## src/usvg_pkg.sv

```systemverilog
// Shared constants, types and helpers for the UV sphere vertex generator.
package usvg_pkg;

  localparam int CORDIC_STAGES = 16;
  localparam int DIV_STAGES    = 32;
  localparam int ATAN_ENTRIES  = 24;

  localparam logic signed [31:0] CORDIC_GAIN = 32'sd652032874;

  localparam logic [1:0] REG_RADIUS = 2'd0;
  localparam logic [1:0] REG_WIDTH  = 2'd1;
  localparam logic [1:0] REG_HEIGHT = 2'd2;

  localparam logic [7:0] MIN_WIDTH  = 8'd3;
  localparam logic [7:0] MIN_HEIGHT = 8'd2;

  localparam logic signed [63:0] POS_LIM  = 64'sd65535;
  localparam logic signed [63:0] NORM_LIM = 64'sd16384;

  typedef struct packed {
    logic signed [31:0] x;
    logic signed [31:0] y;
    logic signed [31:0] z;
    logic [1:0]         quad;
  } cordic_t;

  typedef struct packed {
    logic        oor;
    logic        quad_valid;
    logic        lat_hi;
    logic        lon_hi;
    logic [15:0] vertex_index;
    logic [15:0] below_index;
    logic [16:0] tex_u;
    logic [16:0] tex_v;
  } meta_t;

  // Arctangent of 2^-i in units of 2^-32 turn.
  function automatic logic [31:0] atan_turn(input logic [4:0] idx);
    logic [31:0] a;
    case (idx)
      5'd0:  a = 32'h20000000;
      5'd1:  a = 32'h12E4051E;
      5'd2:  a = 32'h09FB385B;
      5'd3:  a = 32'h051111D4;
      5'd4:  a = 32'h028B0D43;
      5'd5:  a = 32'h0145D7E1;
      5'd6:  a = 32'h00A2F61E;
      5'd7:  a = 32'h00517C55;
      5'd8:  a = 32'h0028BE53;
      5'd9:  a = 32'h00145F2F;
      5'd10: a = 32'h000A2F98;
      5'd11: a = 32'h000517CC;
      5'd12: a = 32'h00028BE6;
      5'd13: a = 32'h000145F3;
      5'd14: a = 32'h0000A2FA;
      5'd15: a = 32'h0000517D;
      5'd16: a = 32'h000028BE;
      5'd17: a = 32'h0000145F;
      5'd18: a = 32'h00000A30;
      5'd19: a = 32'h00000518;
      5'd20: a = 32'h0000028C;
      5'd21: a = 32'h00000146;
      5'd22: a = 32'h000000A3;
      5'd23: a = 32'h00000051;
      default: a = 32'h0;
    endcase
    return a;
  endfunction

  // Round to nearest, ties up, then drop n fraction bits.
  function automatic logic signed [63:0] rnd_shift(input logic signed [63:0] v,
                                                    input int n);
    logic signed [63:0] half;
    half = 64'sd1 <<< (n - 1);
    return (v + half) >>> n;
  endfunction

  function automatic logic signed [63:0] sat_lim(input logic signed [63:0] v,
                                                  input logic signed [63:0] lim);
    logic signed [63:0] r;
    if (v > lim) r = lim;
    else if (v < -lim) r = -lim;
    else r = v;
    return r;
  endfunction

endpackage

```

## src/usvg_cordic_cell.sv

```systemverilog
// One rotation-mode CORDIC micro-rotation on a quarter-turn residue.
module usvg_cordic_cell (
  input  logic                    clk,
  input  logic                    en,
  input  logic [4:0]              stage_idx,
  input  usvg_pkg::cordic_t       cs_in,
  output usvg_pkg::cordic_t       cs_r
);
  import usvg_pkg::*;

  logic signed [31:0] dx;
  logic signed [31:0] dy;
  logic signed [31:0] ang;
  cordic_t            cs_nxt;

  always_comb begin
    dx          = cs_in.y >>> stage_idx;
    dy          = cs_in.x >>> stage_idx;
    ang         = signed'(atan_turn(stage_idx));
    cs_nxt.quad = cs_in.quad;
    if (!cs_in.z[31]) begin
      cs_nxt.x = cs_in.x - dx;
      cs_nxt.y = cs_in.y + dy;
      cs_nxt.z = cs_in.z - ang;
    end else begin
      cs_nxt.x = cs_in.x + dx;
      cs_nxt.y = cs_in.y - dy;
      cs_nxt.z = cs_in.z + ang;
    end
  end

  always_ff @(posedge clk) begin
    if (en) begin
      cs_r <= cs_nxt;
    end
  end

endmodule

```

## config.mk

```make
export PLATFORM = sky130hd
export DESIGN_NAME = usvg_cordic_cell
export DESIGN_NICKNAME = d
export VERILOG_FILES = /design/src/usvg_pkg.sv /design/src/usvg_cordic_cell.sv
export SDC_FILE = /design/constraint.sdc
export NUM_CORES = 1
export LEC_CHECK = 0
export BUFFER_PORTS_ARGS = -buffer_cell sky130_fd_sc_hd__buf_2
export CAP_MARGIN = 0
export CORE_UTILIZATION = 44
export DETAILED_ROUTE_END_ITERATION = 8
export PLACE_DENSITY = 0.7
export SYNTH_ARGS = -nofsm -noshare
export SYNTH_HDL_FRONTEND = slang
export SYNTH_SLANG_ARGS = --single-unit
export TNS_END_PERCENT = 1
```

## constraint.sdc

```tcl
create_clock -name clk -period 8.05 [get_ports clk]
set_input_delay 0.4025 -clock clk [delete_from_list [all_inputs] [get_ports clk]]
set_output_delay 0.4025 -clock clk [all_outputs]
set_load 0.02 [all_outputs]
```

==> impl_metrics.ini, run 1 <==
[logic_synthesis]
synth.area.top_cells = edfxtp_1, ha_1, mux4_2
synth_top_area_cell = edfxtp_1
syn_avg_cell_area_um2 = 8.93
yosys_warnings = 0
ys_ff_latch = 98
synthesis.nets = 1864
synth_ff_type = edfxtp_1
async_reset_ff_share_pct = 0
netlist_instances = 1639
synth-edff-count = 98
yosysSeqAreaShare_pct = 20.1
syn_area_um2 = 14600
synth_top_area_share_pct = 20.1
synth.distinct_cells = 86

[grt]
grt_pass1_wl_mm = 73.9
grtUsageTotal_pct = 28.4
grt_max_degree = 77
antenna_found_initial = 1
overflow = 0
grt_pass1_vias = 13200

[route]
drt_iter0_drc = 1238
dr.pass1.iters = 5
vias = 14000
postRouteAntennaNets = 0
wl_per_cell_um = 21.9
routed_wl_mm = 48.6
vias_per_cell = 6.32
drc = 0

[clock_network]
cts_buffers = 9
clockBufferDepth = 2
cts_hold_buf = 0
clk_pin_slew_ns = 0.07
cts_tree = yes
post_cts_buffers = 0
cts_sinks = 98
cts_resized = 0
htree_levels = 3
root_buffer = clkbuf_16

[min_path]
hp-class = input port to flop
hold_depth = 1

[layout]
area_growth_pct = 9.99
final_nets = 1999
top_register = cs_r
seqCellArea_um2 = 2940
num_antenna_cells = 0
reg_top3 = cs_r x98
multi_input_area_um2 = 10900
final.fill_count = 3092
drive_above_1_share_pct = 19.7
mostFrequentLayoutCells = buf_2, a21oi_1, nor2_1, nand2_1, ha_1
mostFrequentLayoutCell = buf_2
largest_reg_flops = 98

[power_and_ir_drop]
switchingPower_mw = 1.27
peakVddDrop_uv = 114
clkPwrFrac_pct = 15.8
power_leakage_nw = 6.56
power_frac_seq_pct = 26.7
internal_power_mw = 1.69
power.density_nw_per_um2 = 184
comb_power_share_pct = 57.5
sw_frac_of_total_pct = 43.0

[sta]
setup_ws_ns = 1.14
maxSlewHeadroom_pct = 33.1
finalMaxSlewViolations = 0
final_hold_viol_count = 0
post-route-period-util_pct = 85.8
fmax_ghz = 0.145
fin_crit_ns = 6.91
final-setup-viol-count = 0
setup_tns_ns = 0
worst_pin_slew_ns = 1.00
rsz0062_at_grt = no

[floorplanning]
chipHeight_um = 184
initial_utilization_pct = 44.9
core_region_area_um2 = 32600
fp.dieArea_um2 = 34000
die_w_um = 184
ioPinCount = 203
rows = 66

[critical_path]
critPathMaxFanout = 76
cp-end-kind = flop
critPathArrivalTime_ns = 7.13
worst-setup-path-type = input port to flop
cp-start-kind = input port
required_ns = 8.28

[placed_design]
place_hpwl_mm = 37.4
pre_cts_ws_ns = 0.962
port_buffers = 202
gp_congestion = 0.997

[flow_run]
maxCapViolations = 0

[outcome]
status = completed
==> per-stage QoR <==
step / hold WS (ns) / util (%) / total power, mW / instance area, um2 / cells
after floorplan: 0.501 / - / 2.03 / 14600 / 1639
after global placement: 0.582 / 48.4 / 2.46 / 15800 / 2205
after detailed placement: 0.582 / 48.4 / 2.48 / 15800 / 2205
after CTS: 0.178 / 49.3 / 2.96 / 16100 / 2221
after global routing: 0.194 / 49.3 / 3.15 / 16100 / 2221
final: 0.194 / 49.3 / 2.97 / 16100 / 2221
==> worst paths after layout <==
kind	start	endpoint	slack (ns)
max	stage_idx[2]	cs_r[64]$_DFFE_PP_	1.14
min	cs_in[0]	cs_r[0]$_DFFE_PP_	0.19
==> per-layer routing <==
layer	vias up	wire, um	global-route usage [%]	part of all wire (%)
met2	716	22300	46.4	46
met5	-	14	0	0.029
met3	119	3600	3.97	7.4
met1	6641	20600	36.8	42
met4	2	2090	13.9	4.3
li1	6548	-	-	-
==> cell usage after synthesis (12+ instances only) <==
| cell | n |
|---|---|
| buf_1 | 12 |
| o31ai_1 | 12 |
| buf_4 | 20 |
| nand3_1 | 37 |
| ha_1 | 117 |
| a211oi_1 | 21 |
| o21bai_1 | 15 |
| nor3_1 | 30 |
| nor2_1 | 136 |
| edfxtp_1 | 98 |
| nand2_1 | 135 |
| mux4_2 | 61 |
| a21o_1 | 38 |
| xnor2_1 | 98 |
| o22ai_1 | 17 |
| nor2b_1 | 19 |
| mux2_2 | 23 |
| o21ai_0 | 76 |
| xor2_1 | 67 |
| inv_1 | 38 |
| o211ai_1 | 20 |
| buf_2 | 14 |
| nand2b_1 | 21 |
| mux4_1 | 15 |
| mux2i_1 | 30 |
| and2_1 | 12 |
| a21oi_1 | 163 |
| a31oi_1 | 27 |
| a22oi_1 | 12 |
| clkbuf_1 | 42 |
| and3_1 | 17 |
==> cell type report <==
cell class / instances / share of cell area (%)
Inverter: 40 / 0.933
Clock buffer: 9 / 1.40
Sequential cell: 98 / 18.3
Timing Repair Buffer: 224 / 7.43
Multi-Input combinational cell: 1401 / 68.0
Tap cell: 442 / 3.44
Clock inverter: 7 / 0.521
==> kinds of logic after synthesis <==
logic type	count (synthesis)	share of synthesized area [%]
xor gates and xnor gates	165	9.88
muxes	130	16.0
and+or+nand+nor	476	15.8
DFF	98	20.1
AOI/OAI and AO/OA	509	22.6
adders and majority gates	121	10.5
buffers and inverters	140	5.10
==> power by group through the flow <==
stage | combinational [mW] | clock, mW | sequential, mW
detailed placement | 1.67 | 0 | 0.802
global placement | 1.66 | 0 | 0.802
finish | 1.70 | 0.470 | 0.791
floorplan | 1.04 | 0 | 0.991
global route | 1.85 | 0.497 | 0.805
CTS | 1.69 | 0.485 | 0.793
==> worst max-delay path: stages <==
cell and delay [ns]:
buf_4 0.65, mux4_2 0.47, or2b_1 0.25, a31oi_1 0.51, o211ai_1 0.27, nor4_1 0.59
nor4b_2 0.44, and3b_1 0.31, a31oi_1 0.12, xor2_1 0.16, ha_1 0.34, inv_1 0.18
o21bai_1 0.11, a21oi_1 0.20, o2111ai_1 0.16, a41oi_1 0.52, o31ai_1 0.17, o41ai_1 0.48
or4b_2 0.63, o211ai_1 0.11
Power figures use the tool's default switching activity.
==> run 2, diff against run 1 <==
--- a/config.mk
+++ b/config.mk
@@ -5,6 +5,7 @@
 export SDC_FILE = /design/constraint.sdc
 export NUM_CORES = 1
 export LEC_CHECK = 0
+export ABC_AREA = 1
 export BUFFER_PORTS_ARGS = -buffer_cell sky130_fd_sc_hd__buf_2
 export CAP_MARGIN = 0
 export CORE_UTILIZATION = 44
==> impl_metrics.ini, run 2 <==
[outcome]
status = completed

[logic_synthesis]
synth_common_cells = nand2_1, nand3_1, inv_1
yosysMostFrequentCell = nand2_1
synth_ff_type = edfxtp_1
async_reset_ff_share_pct = 0
syn_area_um2 = 14800
synth.distinct_cells = 52
synth_top_area_share_pct = 19.9
synth-edff-count = 98
syn_avg_cell_area_um2 = 6.35
synth.area.top_cells = edfxtp_1, nand2_1, nand3_1
yosys_warnings = 0
netlist_instances = 2323
synthesis.nets = 2548
yosysSeqAreaShare_pct = 19.9
synth_top_area_cell = edfxtp_1
ys_ff_latch = 98

[floorplanning]
chipHeight_um = 185
core_region_area_um2 = 32800
initial_utilization_pct = 45.0
rows = 66
ioPinCount = 203
fp.dieArea_um2 = 34300
die_w_um = 185

[route]
drt_iter0_drc = 1432
drc = 0
wl_per_cell_um = 17.3
vias = 16000
dr.pass1.iters = 6
postRouteAntennaNets = 0
vias_per_cell = 5.47
routed_wl_mm = 50.5

[layout]
reg_top3 = cs_r x98
drive_above_1_share_pct = 13.4
instances_no_fill = 2916
final_nets = 2694
mostFrequentLayoutCells = nand2_1, nand3_1, buf_2, inv_1, nor2_1
area_growth_pct = 10.1
mostFrequentLayoutCell = nand2_1
top_register = cs_r
largest_reg_flops = 98
num_antenna_cells = 0
final.fill_count = 3469
seqCellArea_um2 = 2940
multi_input_area_um2 = 10600
final_util_pct = 49.6

[critical_path]
critPathSlowestCell = nor4_1
cp-start-kind = input port
path_common_cell = nand2_1
critPathMaxStageDelay_ns = 0.63
worst-setup-path-type = input port to flop
required_ns = 8.18
cp-end-kind = flop
critPathArrivalTime_ns = 6.40
critPathMaxFanout = 61

[clock_network]
cts_buffers = 9
clk_pin_slew_ns = 0.08
cts_resized = 0
htree_levels = 3
post_cts_buffers = 0
cts_hold_buf = 0
root_buffer = clkbuf_16
clockBufferDepth = 2
cts_sinks = 98
cts_tree = yes

[min_path]
min_to = cs_r[0]$_DFFE_PP_
hold_path.startpoint = cs_in[0]
hold_depth = 1
hp-class = input port to flop

[placed_design]
gp_congestion = 0.957
port_buffers = 202
place_hpwl_mm = 41.7
dpl.cell_count = 2900

[sta]
setup_tns_ns = 0
holdWs_ns = 0.195
maxSlewHeadroom_pct = 35.4
post-route-period-util_pct = 77.9
fin_crit_ns = 6.27
final-setup-viol-count = 0
rsz0062_at_grt = no
final_hold_viol_count = 0
worst_pin_slew_ns = 0.969
finalMaxSlewViolations = 0
fmax_ghz = 0.159

[power_and_ir_drop]
power.density_nw_per_um2 = 182
switchingPower_mw = 1.37
sw_frac_of_total_pct = 46.2
power_leakage_nw = 8.15
peakVddDrop_uv = 116
comb_power_share_pct = 57.0
finalPower_mw = 2.96
internal_power_mw = 1.59
power_frac_seq_pct = 26.8
clkPwrFrac_pct = 16.1

[flow_run]
maxCapViolations = 0

[grt]
antenna_found_initial = 1
grt_pass1_vias = 15100
overflow = 0
grtUsageTotal_pct = 29.5
grt_max_degree = 70
grt_pass1_wl_mm = 78.3
-- run 2: cell count changes after synthesis, moves of 38 or more --
cell / change
a21oi_1: -38
inv_1: +148
mux4_2: -61
nand2_1: +626
nand3_1: +281
xnor2_1: -45
-- run 2: metal layers --
metal / global-route usage, % / wire length [um]
met1: 39.3 / 22500
met2: 47.3 / 22500
met3: 5.82 / 4120
met4: 9.95 / 1400
met5: 0 / 13
-- run 2: logic make-up (layout without fill, tap and decap cells) --
family	count (synthesis)	in the layout	share of synthesized area [%]
simple gates	1367	1367	40.5
compound gates	298	298	11.4
xor+xnor	157	157	9.32
buf+inv	283	434	8.46
flops	98	98	19.9
fa+ha+maj	120	120	10.3
-- run 2: metrics by stage --
stage                     worst slack (ns)  instance area, um2
final                                 1.78               16300
after global routing                  1.54               16300
after CTS                             2.03               16300
after detailed placement              1.62               15900
after global placement                1.66               15900
after floorplan                       3.82               14800
-- run 2: worst max-delay path by stage --
stage / from / endpoint / slack (ns) / cells after the start
2_1_floorplan: stage_idx[0] / cs_r[31]$_DFFE_PP_ / 3.82 / 29
3_3_place_gp: stage_idx[1] / cs_r[31]$_DFFE_PP_ / 1.66 / 28
3_5_place_dp: stage_idx[1] / cs_r[31]$_DFFE_PP_ / 1.62 / 28
4_1_cts: stage_idx[1] / cs_r[31]$_DFFE_PP_ / 2.03 / 28
5_1_grt: stage_idx[1] / cs_r[31]$_DFFE_PP_ / 1.54 / 28
6_report: stage_idx[1] / cs_r[31]$_DFFE_PP_ / 1.78 / 28
-- run 2: area by class of cell --
| cell class | instances | area share, % |
|---|---|---|
| Timing Repair Buffer | 214 | 6.79 |
| Tap cell | 442 | 3.40 |
| Multi-Input combinational cell | 1942 | 65.0 |
| Clock inverter | 7 | 0.562 |
| Sequential cell | 98 | 18.1 |
| Inverter | 204 | 4.74 |
| Clock buffer | 9 | 1.39 |
-- run 2: power by group through the flow --
stage / Combinational, mW / Clock (mW) / Sequential (mW)
global placement: 1.66 / 0 / 0.805
global route: 1.87 / 0.508 / 0.810
finish: 1.69 / 0.478 / 0.795
detailed placement: 1.67 / 0 / 0.806
CTS: 1.68 / 0.494 / 0.797
floorplan: 1.02 / 0 / 0.993
-- run 2: worst max-delay path: cells and delay by family --
family                     cells  cell delay, ns
and+or+nand+nor               14            2.47
buffers and inverters          6            1.36
adders and majority gates      3            1.06
AOI/OAI and AO/OA              3            0.79
xor gates and xnor gates       2            0.27
