[src/usvg_pkg.sv]
// Shared constants, types and helpers for the UV sphere vertex generator.
package usvg_pkg;

  localparam int CORDIC_STAGES = 16;
  localparam int DIV_STAGES    = 32;
  localparam int ATAN_ENTRIES  = 24;

  localparam logic signed [31:0] CORDIC_GAIN = 32'sd652032874;

  localparam logic [1:0] REG_RADIUS = 2'd0;
  localparam logic [1:0] REG_WIDTH  = 2'd1;
  localparam logic [1:0] REG_HEIGHT = 2'd2;

  localparam logic [7:0] MIN_WIDTH  = 8'd3;
  localparam logic [7:0] MIN_HEIGHT = 8'd2;

  localparam logic signed [63:0] POS_LIM  = 64'sd65535;
  localparam logic signed [63:0] NORM_LIM = 64'sd16384;

  typedef struct packed {
    logic signed [31:0] x;
    logic signed [31:0] y;
    logic signed [31:0] z;
    logic [1:0]         quad;
  } cordic_t;

  typedef struct packed {
    logic        oor;
    logic        quad_valid;
    logic        lat_hi;
    logic        lon_hi;
    logic [15:0] vertex_index;
    logic [15:0] below_index;
    logic [16:0] tex_u;
    logic [16:0] tex_v;
  } meta_t;

  // Arctangent of 2^-i in units of 2^-32 turn.
  function automatic logic [31:0] atan_turn(input logic [4:0] idx);
    logic [31:0] a;
    case (idx)
      5'd0:  a = 32'h20000000;
      5'd1:  a = 32'h12E4051E;
      5'd2:  a = 32'h09FB385B;
      5'd3:  a = 32'h051111D4;
      5'd4:  a = 32'h028B0D43;
      5'd5:  a = 32'h0145D7E1;
      5'd6:  a = 32'h00A2F61E;
      5'd7:  a = 32'h00517C55;
      5'd8:  a = 32'h0028BE53;
      5'd9:  a = 32'h00145F2F;
      5'd10: a = 32'h000A2F98;
      5'd11: a = 32'h000517CC;
      5'd12: a = 32'h00028BE6;
      5'd13: a = 32'h000145F3;
      5'd14: a = 32'h0000A2FA;
      5'd15: a = 32'h0000517D;
      5'd16: a = 32'h000028BE;
      5'd17: a = 32'h0000145F;
      5'd18: a = 32'h00000A30;
      5'd19: a = 32'h00000518;
      5'd20: a = 32'h0000028C;
      5'd21: a = 32'h00000146;
      5'd22: a = 32'h000000A3;
      5'd23: a = 32'h00000051;
      default: a = 32'h0;
    endcase
    return a;
  endfunction

  // Round to nearest, ties up, then drop n fraction bits.
  function automatic logic signed [63:0] rnd_shift(input logic signed [63:0] v,
                                                    input int n);
    logic signed [63:0] half;
    half = 64'sd1 <<< (n - 1);
    return (v + half) >>> n;
  endfunction

  function automatic logic signed [63:0] sat_lim(input logic signed [63:0] v,
                                                  input logic signed [63:0] lim);
    logic signed [63:0] r;
    if (v > lim) r = lim;
    else if (v < -lim) r = -lim;
    else r = v;
    return r;
  endfunction

endpackage

[src/usvg_div_cell.sv]
// One restoring-division step: shift the remainder, subtract the divisor if it fits.
module usvg_div_cell (
  input  logic        clk,
  input  logic        en,
  input  logic [7:0]  divisor,
  input  logic [7:0]  rem_in,
  input  logic [31:0] quo_in,
  output logic [7:0]  rem_r,
  output logic [31:0] quo_r
);
  import usvg_pkg::*;

  logic [8:0]  trial;
  logic [8:0]  diff;
  logic        fits;
  logic [7:0]  rem_nxt;
  logic [31:0] quo_nxt;

  always_comb begin
    trial   = {rem_in, 1'b0};
    diff    = trial - {1'b0, divisor};
    fits    = trial >= {1'b0, divisor};
    rem_nxt = fits ? diff[7:0] : trial[7:0];
    quo_nxt = {quo_in[30:0], fits};
  end

  always_ff @(posedge clk) begin
    if (en) begin
      rem_r <= rem_nxt;
      quo_r <= quo_nxt;
    end
  end

endmodule

[config.mk]
export PLATFORM = sky130hd
export DESIGN_NAME = usvg_div_cell
export DESIGN_NICKNAME = d
export VERILOG_FILES = /design/src/usvg_pkg.sv /design/src/usvg_div_cell.sv
export SDC_FILE = /design/constraint.sdc
export NUM_CORES = 1
export LEC_CHECK = 0
export ABC_AREA = 1
export BUFFER_PORTS_ARGS = -buffer_cell sky130_fd_sc_hd__buf_4
export CORE_MARGIN = 3
export CORE_UTILIZATION = 40
export DETAILED_ROUTE_END_ITERATION = 8
export PLACE_DENSITY = 0.75
export SLEW_MARGIN = 20
export SYNTH_ARGS = -nofsm -noshare
export SYNTH_HDL_FRONTEND = slang
export SYNTH_SLANG_ARGS = --single-unit
[constraint.sdc]
create_clock -name clk -period 1.5 [get_ports clk]
set_input_delay 0.225 -clock clk [delete_from_list [all_inputs] [get_ports clk]]
set_output_delay 0.225 -clock clk [all_outputs]
set_load 0.02 [all_outputs]
==> reports/summary.txt, run 1 <==
Worst setup EP type -> flip-flop
Lkg Pwr -> 0.001338 uW
hold slack -> 0.1177 ns
antenna viol nets, final -> 0
GRT Util Overall -> 15.83%
most frequent cells in the layout -> buf_4, edfxtp_1, nand2_1
final worst path period share -> 89.95%
Num Clock Sinks -> 40
Detailed Place HPWL -> 3370 um
share of power burned in registers -> 47.8%
power share of the combinational group -> 23.7%
Starting Density -> 42.66%
switch share -> 24.55%
total gr overflow -> 0
FMAX -> 741.2 MHz
Clock transition at path regs -> 0.07 ns
antenna violations before repair -> 0
number of synthesis warnings -> 0
Syn Nets -> 205
CTS resizes -> 0
critical path class -> in2reg
status -> finished clean
final-layout fill cell count -> 321
CP required -> 1.53 ns
layout cell share with drive strength beyond 1 -> 49.04%
cts hold-fix bufs -> 0
Synth Instances -> 146
die height -> 72.48 um
# IOs -> 90
DIE AREA -> 0.005253 mm^2
Pre-antenna DRT Iters -> 4
via count -> 1400
Clk pwr share -> 28.4%
Final WS setup -> 0.1508 ns
sequential share of the synthesized area -> 67.94%
min Tclk post-route -> 1.349 ns
DR iter-0 viols -> 53
worst-path maximum fanout -> 4
IO buf count -> 88
synthesized area per cell -> 12.11 um^2
GPL Wtd Cong -> 0.8550
Max-Cap Viols -> 0
Core Area -> 0.004144 mm^2
first-pass GRT wire length -> 6341 um
multi-input logic area -> 524.3 um^2
vias in the first global route -> 1361
Setup-failing EPs final -> 0
internal power consumption -> 2177 uW
n_diodes -> 0
number of max-slew violations in the final report -> 0
P_sw -> 708.6 uW
nets -> 319
#FFs+latches synth -> 40
Place WS -> -0.1713 ns
DRC viols -> 0
unique cell type count in the Yosys netlist -> 17
Hold Fails Final Rpt -> 0
Worst Setup Start Kind -> input pin
clock root buffer -> clkbuf_8
pwr dens -> 1038 mW/mm^2
commonest non-fill, non-tap cell in the layout -> buf_4
Cell Rows -> 23
Area Growth Syn to Fin -> 57.32%
CTS Buf Count -> 5
WL/cell -> 12.89 um
CTS Buffer Depth -> 2
CTS tree -> done
register area -> 0.001201 mm^2
RSZ-0062 raised after global routing -> false
largest net degree at the start of global routing -> 41
Worst-Margin Slew -> 0.4874 ns
Rel. slew slack -> 67.51%
CP Data Arrival Time -> 1.38 ns
Vias/cell -> 4.502
H-tree depth -> 2
Worst VDD drop -> 450.4 uV
Total Wirelength -> 4009 um
Setup Buffers After CTS -> 0
Die W -> 72.48 um
worst min-delay path class -> in2reg
Mapped Area -> 0.001768 mm^2
==> cell usage after synthesis <==
master,instances,area [um^2]
xor2_1,1,8.760
fa_1,1,20.02
xnor2_1,2,17.52
nor2_4,1,11.26
clkinv_1,1,3.750
nor2_1,7,26.28
or2_4,1,8.760
ha_1,8,100.1
nand3_2,1,10.01
nand4_1,1,6.260
nand2_1,38,142.6
a21oi_1,4,20.02
edfxtp_1,40,1201
nand2_2,4,25.02
nand2_4,2,22.52
inv_1,21,78.83
nand3_1,13,65.06
==> area by class of cell <==
class	instances	area share, %
Timing Repair Buffer	107	28.88
Sequential cell	40	43.18
Clock inverter	2	1.260
Tap cell	50	2.249
Inverter	22	2.969
Multi-Input combinational cell	84	18.85
Clock buffer	6	2.609
==> state kept, by name (all words and copies together), names as in the netlist <==
register and cells:
quo_r 32, rem_r 8
==> final timing paths <==
kind	start	cells past startpoint	slack [ns]	endpoint
max	divisor[1]	12	0.15	rem_r[2]
min	quo_in[12]	1	0.12	quo_r[13]
==> critical path, stage by stage <==
cell	delay [ns]
buf_4	0.09
inv_2	0.04
ha_4	0.26
ha_2	0.16
nand2_1	0.04
nor2_1	0.07
nand2_1	0.07
nand2_2	0.07
nor2_4	0.05
buf_4	0.15
nand3_1	0.08
nand2_1	0.06
==> power by group through the flow <==
| stage | Sequential [uW] | Clock, uW | Combinational (uW) |
|---|---|---|---|
| 6_report | 1380 | 821 | 685 |
| 5_1_grt | 1390 | 895 | 753 |
| 4_1_cts | 1380 | 849 | 696 |
| 3_5_place_dp | 1410 | 0 | 695 |
| 3_3_place_gp | 1400 | 0 | 678 |
| 2_1_floorplan | 1540 | 0 | 194 |
==> per-stage QoR <==
| step | cell area [um^2] | TNS [ns] | total power, uW | utilization (%) | cells |
|---|---|---|---|---|---|
| 2_1_floorplan | 1808 | 0 | 1731 | - | 146 |
| 4_1_cts | 2781 | 0 | 2927 | 67.12 | 311 |
| 6_report | 2781 | 0 | 2886 | 67.12 | 311 |
| 3_5_place_dp | 2674 | -1.159 | 2102 | 64.52 | 303 |
| 5_1_grt | 2781 | 0 | 3038 | 67.12 | 311 |
| 3_3_place_gp | 2674 | -0.9831 | 2076 | 64.52 | 303 |
==> layer usage <==
layer,vias to the layer above,track usage [%],routed length [um]
li1,712,-,-
met1,611,18.52,1598
met2,75,27.30,1941
met3,2,5.956,454
met4,0,4.303,14
met5,-,0,0
==> kinds of logic (layout without fill, tap and decap cells) <==
kind of cell / Yosys count / in the layout / synth area share (%)
compound gates: 4 / 4 / 1.132
xor+xnor: 3 / 3 / 1.486
fa+ha+maj: 9 / 9 / 6.794
buf+inv: 22 / 137 / 4.671
flops: 40 / 40 / 67.94
simple gates: 68 / 68 / 17.98
Note: power is estimated with default switching activity, not from simulation.
==> run 2: changes to the inputs <==
--- a/config.mk
+++ b/config.mk
@@ -5,7 +5,6 @@
 export SDC_FILE = /design/constraint.sdc
 export NUM_CORES = 1
 export LEC_CHECK = 0
-export ABC_AREA = 1
 export BUFFER_PORTS_ARGS = -buffer_cell sky130_fd_sc_hd__buf_4
 export CORE_MARGIN = 3
 export CORE_UTILIZATION = 40
==> run 2 against run 1 <==
Against the previous run:
- the run now ends with setup timing left
- utilization increased by 1.9 points
- final area about the same
- via count fell by 4.4%
- sequential power barely moved
- sequential share of layout area barely moved
- final cell count fell by 12%
- largest power group unchanged
==> reports/summary.txt, run 2 <==
most frequent cells in the layout -> buf_4, edfxtp_1, inv_1
Syn Nets -> 166 (-19%)
# IOs -> 90 (unchanged)
first-pass GRT wire length -> 6334 um (-0.11%)
clock root buffer -> clkbuf_8
Place WS -> -0.7006 ns (-0.5292 ns)
Total Wirelength -> 4032 um (+0.57%)
cts hold-fix bufs -> 0 (unchanged)
ranking of synthesized cells by area -> edfxtp_1, ha_1, mux2_2
largest family of logic cells by synthesized area -> compound AO/OA/AOI/OAI gates
synthesized area per cell -> 15.82 um^2 (+31%)
register area -> 0.001201 mm^2 (unchanged)
CTS Buffer Depth -> 2 (unchanged)
multi-input logic area -> 498.0 um^2 (-5.0%)
most frequent cells after synthesis -> edfxtp_1, inv_1, ha_1, mux2_2
total gr overflow -> 0 (unchanged)
power share of the combinational group -> 24.7% (+1.0 points)
Biggest register -> quo_r
final worst path period share -> 122.8% (+33 points)
Synth Instances -> 107 (-27%)
GRT Util Overall -> 16.70% (+0.87 points)
Num Clock Sinks -> 40 (unchanged)
Die W -> 71.06 um (-2.0%)
complex-gate fraction of the synthesized area -> 7.687% (+6.6 points)
most numerous cell in the Yosys netlist -> edfxtp_1
min Tclk post-route -> 1.842 ns (+0.4932 ns)
commonest non-fill, non-tap cell in the layout -> buf_4
violations in the final reports -> setup timing
CTS Buf Count -> 5 (unchanged)
post-synthesis simple-gate area fraction -> 5.395% (-13 points)
crit path cell chain -> buf_8, ha_4, ha_4, a21o_1, a21o_1, a211oi_2, o211a_1, buf_12, mux2_4
IO buf count -> 88 (unchanged)
Cell Rows -> 23 (unchanged)
Pre-antenna DRT Iters -> 4 (unchanged)
Worst-Margin Slew -> 0.4958 ns (+0.008411 ns)
RSZ-0062 raised after global routing -> true
nets -> 283 (-11%)
Core Area -> 0.004029 mm^2 (-2.8%)
mux cell area share after synthesis -> 3.917% (+3.9 points)
FMAX -> 542.8 MHz (-27%)
DR iter-0 viols -> 77 (+45%)
Max-Cap Viols -> 0 (unchanged)
final-layout fill cell count -> 312 (-2.8%)
GPL Wtd Cong -> 0.8377 (-2.0%)
#FFs+latches synth -> 40 (unchanged)
Hold Fails Final Rpt -> 0 (unchanged)
biggest regs -> quo_r (32), rem_r (8)
Clk pwr share -> 27.9% (-0.5 points)
via count -> 1339 (-4.4%)
number of max-slew violations in the final report -> 0 (unchanged)
share of power burned in registers -> 47.5% (-0.3 points)
FFs w/ async S/R, synth -> 0% (unchanged)
met2 Use GR -> 28.94% (+1.6 points)
P_sw -> 689.9 uW (-2.6%)
n_diodes -> 0 (unchanged)
Starting Density -> 42.02% (-0.64 points)
CTS tree -> done
Worst Setup Start Kind -> input pin
H-tree depth -> 2 (unchanged)
DRC viols -> 0 (unchanged)
layout cell share with drive strength beyond 1 -> 58.67% (+9.6 points)
post-synthesis adder-cell area fraction -> 7.095% (+0.30 points)
Area Growth Syn to Fin -> 64.23%
Rel. slew slack -> 66.95% (-0.56 points)
antenna viol nets, final -> 0 (unchanged)
M3 GR Usage -> 6.392% (+0.44 points)
Most Crowded Layer GR -> met2
largest net degree at the start of global routing -> 41 (unchanged)
Slowest-stage cell, CP -> mux2_4
Worst setup EP type -> flip-flop
hold slack -> 0.1135 ns (-0.004245 ns)
pwr dens -> 1047 mW/mm^2 (+0.91%)
CP required -> 1.54 ns (about the same)
setup tns final -> -2.546 ns (-2.546 ns)
antenna violations before repair -> 0 (unchanged)
DIE AREA -> 0.005049 mm^2 (-3.9%)
die height -> 71.06 um (-2.0%)
vias in the first global route -> 1335 (-1.9%)
internal power consumption -> 2221 uW (+2.0%)
Post-synth EDFFs -> 40 (unchanged)
Worst VDD drop -> 406.8 uV (-9.7%)
Synth Area in XOR/XNOR -> 1.552% (+0.066 points)
CP Data Arrival Time -> 1.88 ns (+0.50 ns)
post-synth top area share -> 70.95% (+3.0 points)
Vias/cell -> 4.869 (+8.2%)
grt met1 use -> 18.32% (-0.20 points)
Setup-failing EPs final -> 9 (+9)
switch share -> 23.70% (-0.86 points)
WL/cell -> 14.66 um (+14%)
Final WS setup -> -0.3424 ns (-0.4932 ns)
Largest stage delay, worst path -> 0.29 ns (+0.03 ns)
critical path class -> in2reg
status -> complete, but fails checks
Clock transition at path regs -> 0.07 ns (about the same)
worst min-delay path class -> in2reg
most area-hungry cell type in the Yosys netlist -> edfxtp_1
Mapped Area -> 0.001693 mm^2 (-4.2%)
total power -> 2911 uW (+0.87%)
worst-path maximum fanout -> 6 (+2)
unique cell type count in the Yosys netlist -> 29 (+12)
Detailed Place HPWL -> 3257 um (-3.3%)
Lkg Pwr -> 0.001261 uW (-5.7%)
max FFs per register -> 32 (unchanged)
Top FF cell, synth -> edfxtp_1
sequential share of the synthesized area -> 70.95% (+3.0 points)
number of synthesis warnings -> 0 (unchanged)
## run 2: changes by cell type after synthesis, sizes merged, moves of 2 or more
| cell | before | now |
|---|---|---|
| nor3 | 0 | 2 |
| o21a | 0 | 2 |
| nor2b | 0 | 3 |
| a21o | 0 | 3 |
| a21oi | 4 | 2 |
| o31a | 0 | 2 |
| mux2 | 0 | 5 |
| nand2 | 44 | 2 |
| nand3 | 14 | 0 |
| o21ai | 0 | 4 |
| nor2 | 8 | 4 |
| inv | 21 | 12 |
## run 2: what timing repair did
action | 4_1_cts | 5_1_grt
cloned | 0 | 0
pin swaps | 2 | 0
gates resized for setup | 4 | 2
buffers inserted | 1 | 1
setup endpoints to repair | 9 | 9
## run 2: per-stage QoR
step | std cells | area (um^2) | util (%)
floorplan | 107 | 1763 | -
global placement | 265 | 2639 | 65.50
detailed placement | 265 | 2639 | 65.50
CTS | 274 | 2765 | 68.63
global route | 275 | 2780 | 69.01
finish | 275 | 2780 | 69.01
## run 2: logic make-up after synthesis
kind of cell,count (synthesis)
xor+xnor,3
mux,6
flops,40
buf+inv,14
simple gates,17
compound gates,18
fa+ha+maj,9
## run 2: routing by layer
| layer | vias up | wire length [um] |
|---|---|---|
| li1 | 636 | - |
| met1 | 632 | 1553 |
| met2 | 67 | 2048 |
| met3 | 4 | 385 |
| met4 | 0 | 45 |
| met5 | - | 0 |
## run 2: layout make-up
cell class / instances / area share [%]
inverter: 12 / 1.710
clock buffer: 5 / 2.475
sequential: 40 / 43.20
timing repair buffer: 112 / 31.10
multi-input combinational: 53 / 17.91
clock inverter: 3 / 1.350
tap: 50 / 2.250
## run 2: worst max-delay path: cells and delay by family
family	cells	cell delay, ns
compound gates	4	0.73
fa+ha+maj	2	0.40
buf+inv	2	0.23
mux	1	0.29
## run 2: path summary, 6_finish.rpt
path                        from         to  slack [ns]  cells past startpoint
worst min-delay path  quo_in[11]  quo_r[12]        0.11                      1
worst max-delay path   rem_in[0]   rem_r[2]       -0.34                      9
## run 2: power groups by stage
stage / registers, uW / clock network, uW / logic [uW]
6_report: 1380 / 811 / 718
3_5_place_dp: 1410 / 0 / 709
2_1_floorplan: 1540 / 0 / 205
5_1_grt: 1390 / 906 / 767
4_1_cts: 1380 / 846 / 717
3_3_place_gp: 1400 / 0 / 688
==> run 3: changes to the inputs <==
--- a/config.mk
+++ b/config.mk
@@ -5,11 +5,12 @@
 export SDC_FILE = /design/constraint.sdc
 export NUM_CORES = 1
 export LEC_CHECK = 0
+export ABC_AREA = 1
 export BUFFER_PORTS_ARGS = -buffer_cell sky130_fd_sc_hd__buf_4
-export CORE_MARGIN = 3
-export CORE_UTILIZATION = 40
+export CORE_MARGIN = 4
+export CORE_UTILIZATION = 48
 export DETAILED_ROUTE_END_ITERATION = 8
-export PLACE_DENSITY = 0.75
+export PLACE_DENSITY = 0.84
 export SLEW_MARGIN = 20
 export SYNTH_ARGS = -nofsm -noshare
 export SYNTH_HDL_FRONTEND = slang
==> constraint.sdc (replaced) <==
create_clock -name clk -period 2.36 [get_ports clk]
set_input_delay 0.354 -clock clk [delete_from_list [all_inputs] [get_ports clk]]
set_output_delay 0.354 -clock clk [all_outputs]
set_load 0.02 [all_outputs]
==> run 3 against run 2 <==
Against the previous run:
- the run now ends clean
- die area fell by 6.5%
- critical path depth rose by 3
- combinational power fell by 45%
- flip-flop and latch count did not move
- clock power fell by 52%
- global-route usage rose by 0.60 points
- total power fell by 43%
- utilization rose by 5.4 points
- first-iteration DRC count fell by 57%
- final area fell by 7.8%
- wire length fell by 2.1%
- via count rose by 1.7%
- largest power group unchanged
==> reports/summary.txt, run 3 (synthesis results as in run 1) <==
Setup-failing EPs final -> 0 (-9)
final-layout fill cell count -> 255 (-18%)
nets -> 300 (+6.0%)
Vias/cell -> 4.746 (-2.5%)
Worst-Margin Slew -> 0.4775 ns (-0.01827 ns)
CTS resizes -> 0 (-4)
Total Wirelength -> 3949 um (-2.1%)
max FFs per register -> 32 (unchanged)
worst min-delay path class -> in2reg
Rel. slew slack -> 68.16% (+1.2 points)
Setup Buffers After CTS -> 0 (-1)
DR iter-0 viols -> 33 (-57%)
Pre-antenna DRT Iters -> 4 (unchanged)
IO buf count -> 88 (unchanged)
layout cell share with drive strength beyond 1 -> 42.32% (-16 points)
commonest non-fill, non-tap cell in the layout -> buf_4
CTS Buf Count -> 5 (unchanged)
GRT Util Overall -> 17.30% (+0.60 points)
setup tns final -> 0 ns (+2.546 ns)
Worst Setup Start Kind -> input pin
Clock transition at path regs -> 0.07 ns (about the same)
most frequent cells in the layout -> buf_4, edfxtp_1, nand2_1
GPL Wtd Cong -> 0.8442 (+0.78%)
Die W -> 68.69 um (-3.3%)
Hold Fails Final Rpt -> 0 (unchanged)
DRC viols -> 0 (unchanged)
biggest regs -> quo_r (32), rem_r (8)
largest net degree at the start of global routing -> 41 (unchanged)
vias in the first global route -> 1235 (-7.5%)
H-tree depth -> 2 (unchanged)
Area Growth Syn to Fin -> 44.94%
total power -> 1664 uW (-43%)
Worst VDD drop -> 309.9 uV (-24%)
Lkg Pwr -> 0.001233 uW (-2.2%)
multi-input logic area -> 484.2 um^2 (-2.8%)
register area -> 0.001201 mm^2 (unchanged)
Cell Rows -> 21 (-8.7%)
Core Area -> 0.003442 mm^2 (-15%)
cts hold-fix bufs -> 0 (unchanged)
pwr dens -> 649.2 mW/mm^2 (-38%)
# IOs -> 90 (unchanged)
Starting Density -> 51.36% (+9.3 points)
n_diodes -> 0 (unchanged)
min Tclk post-route -> 1.644 ns
hold depth -> 1 (unchanged)
antenna violations before repair -> 0 (unchanged)
final worst path period share -> 69.65%
hold worst-path end -> quo_r[4]
status -> finished clean
WL/cell -> 13.76 um (-6.2%)
CTS Buffer Depth -> 2 (unchanged)
min-delay src -> quo_in[3]
first-pass GRT wire length -> 5809 um (-8.3%)
Biggest register -> quo_r
Worst setup EP type -> flip-flop
Max-Cap Viols -> 0 (unchanged)
die height -> 68.69 um (-3.3%)
CP Data Arrival Time -> 1.69 ns (-0.19 ns)
RSZ-0062 raised after global routing -> false
number of max-slew violations in the final report -> 0 (unchanged)
clock root buffer -> clkbuf_8
CP required -> 2.40 ns (+0.86 ns)
antenna viol nets, final -> 0 (unchanged)
DIE AREA -> 0.004718 mm^2 (-6.5%)
Num Clock Sinks -> 40 (unchanged)
worst-path maximum fanout -> 9 (+3)
CTS tree -> done
total gr overflow -> 0 (unchanged)
via count -> 1362 (+1.7%)
Detailed Place HPWL -> 3314 um (+1.7%)
FMAX -> 608.3 MHz
critical path class -> in2reg
run 3: cell types whose count changed in the layout (fill, tap and decap cells not counted), sizes merged, moves of 4 or more:
| cell | before | now |
|---|---|---|
| buf | 112 | 88 |
| inv | 12 | 21 |
| mux2 | 5 | 0 |
| nand2 | 2 | 44 |
| nand3 | 0 | 14 |
| nor2 | 4 | 8 |
| o21ai | 4 | 0 |
run 3: report_power, final:
group	internal [uW]	switching [uW]
clock	194	196
combinational	179	218
sequential	859	16.7
run 3: final cells by class:
type | instances | share of cell area [%]
clock inverter | 2 | 0.2930
timing repair buffer | 88 | 25.78
sequential | 40 | 46.87
multi-input combinational | 84 | 18.90
inverter | 22 | 3.223
tap | 46 | 2.246
clock buffer | 5 | 2.686
run 3: worst max path at each step:
stage	cells past startpoint	start	endpoint
after floorplan	11	divisor[1]	rem_r[7]
after global placement	12	divisor[1]	rem_r[7]
after detailed placement	12	divisor[1]	rem_r[2]
after CTS	12	divisor[1]	rem_r[3]
after global routing	12	divisor[1]	rem_r[4]
final	12	divisor[1]	rem_r[3]
run 3: metal layers:
| metal | GRT usage [%] | share of wire (%) |
|---|---|---|
| met1 | 19.10 | 35 |
| met2 | 30.63 | 49 |
| met3 | 6.483 | 15 |
| met4 | 5.596 | 1.1 |
| met5 | 0 | 0 |
run 3: through the flow:
step	std cells	setup WS (ns)	hold slack, ns	util, %	cell area [um^2]
after CTS	287	0.7234	0.2350	74.45	2562
after global routing	287	0.6273	0.2214	74.45	2562
final	287	0.7162	0.2461	74.45	2562
after global placement	280	0.4459	0.5320	72.23	2486
after floorplan	146	0.6889	0.4529	-	1768
after detailed placement	280	0.4248	0.5333	72.23	2486
run 3: worst max-delay path: stages:
cell,delay [ns]
buf_4,0.09
inv_1,0.04
ha_1,0.30
ha_1,0.19
nand2_1,0.06
nor2_1,0.04
nand2_1,0.07
nand2_2,0.06
nor2_4,0.22
nand2_4,0.12
nand2_1,0.08
nand2_1,0.05
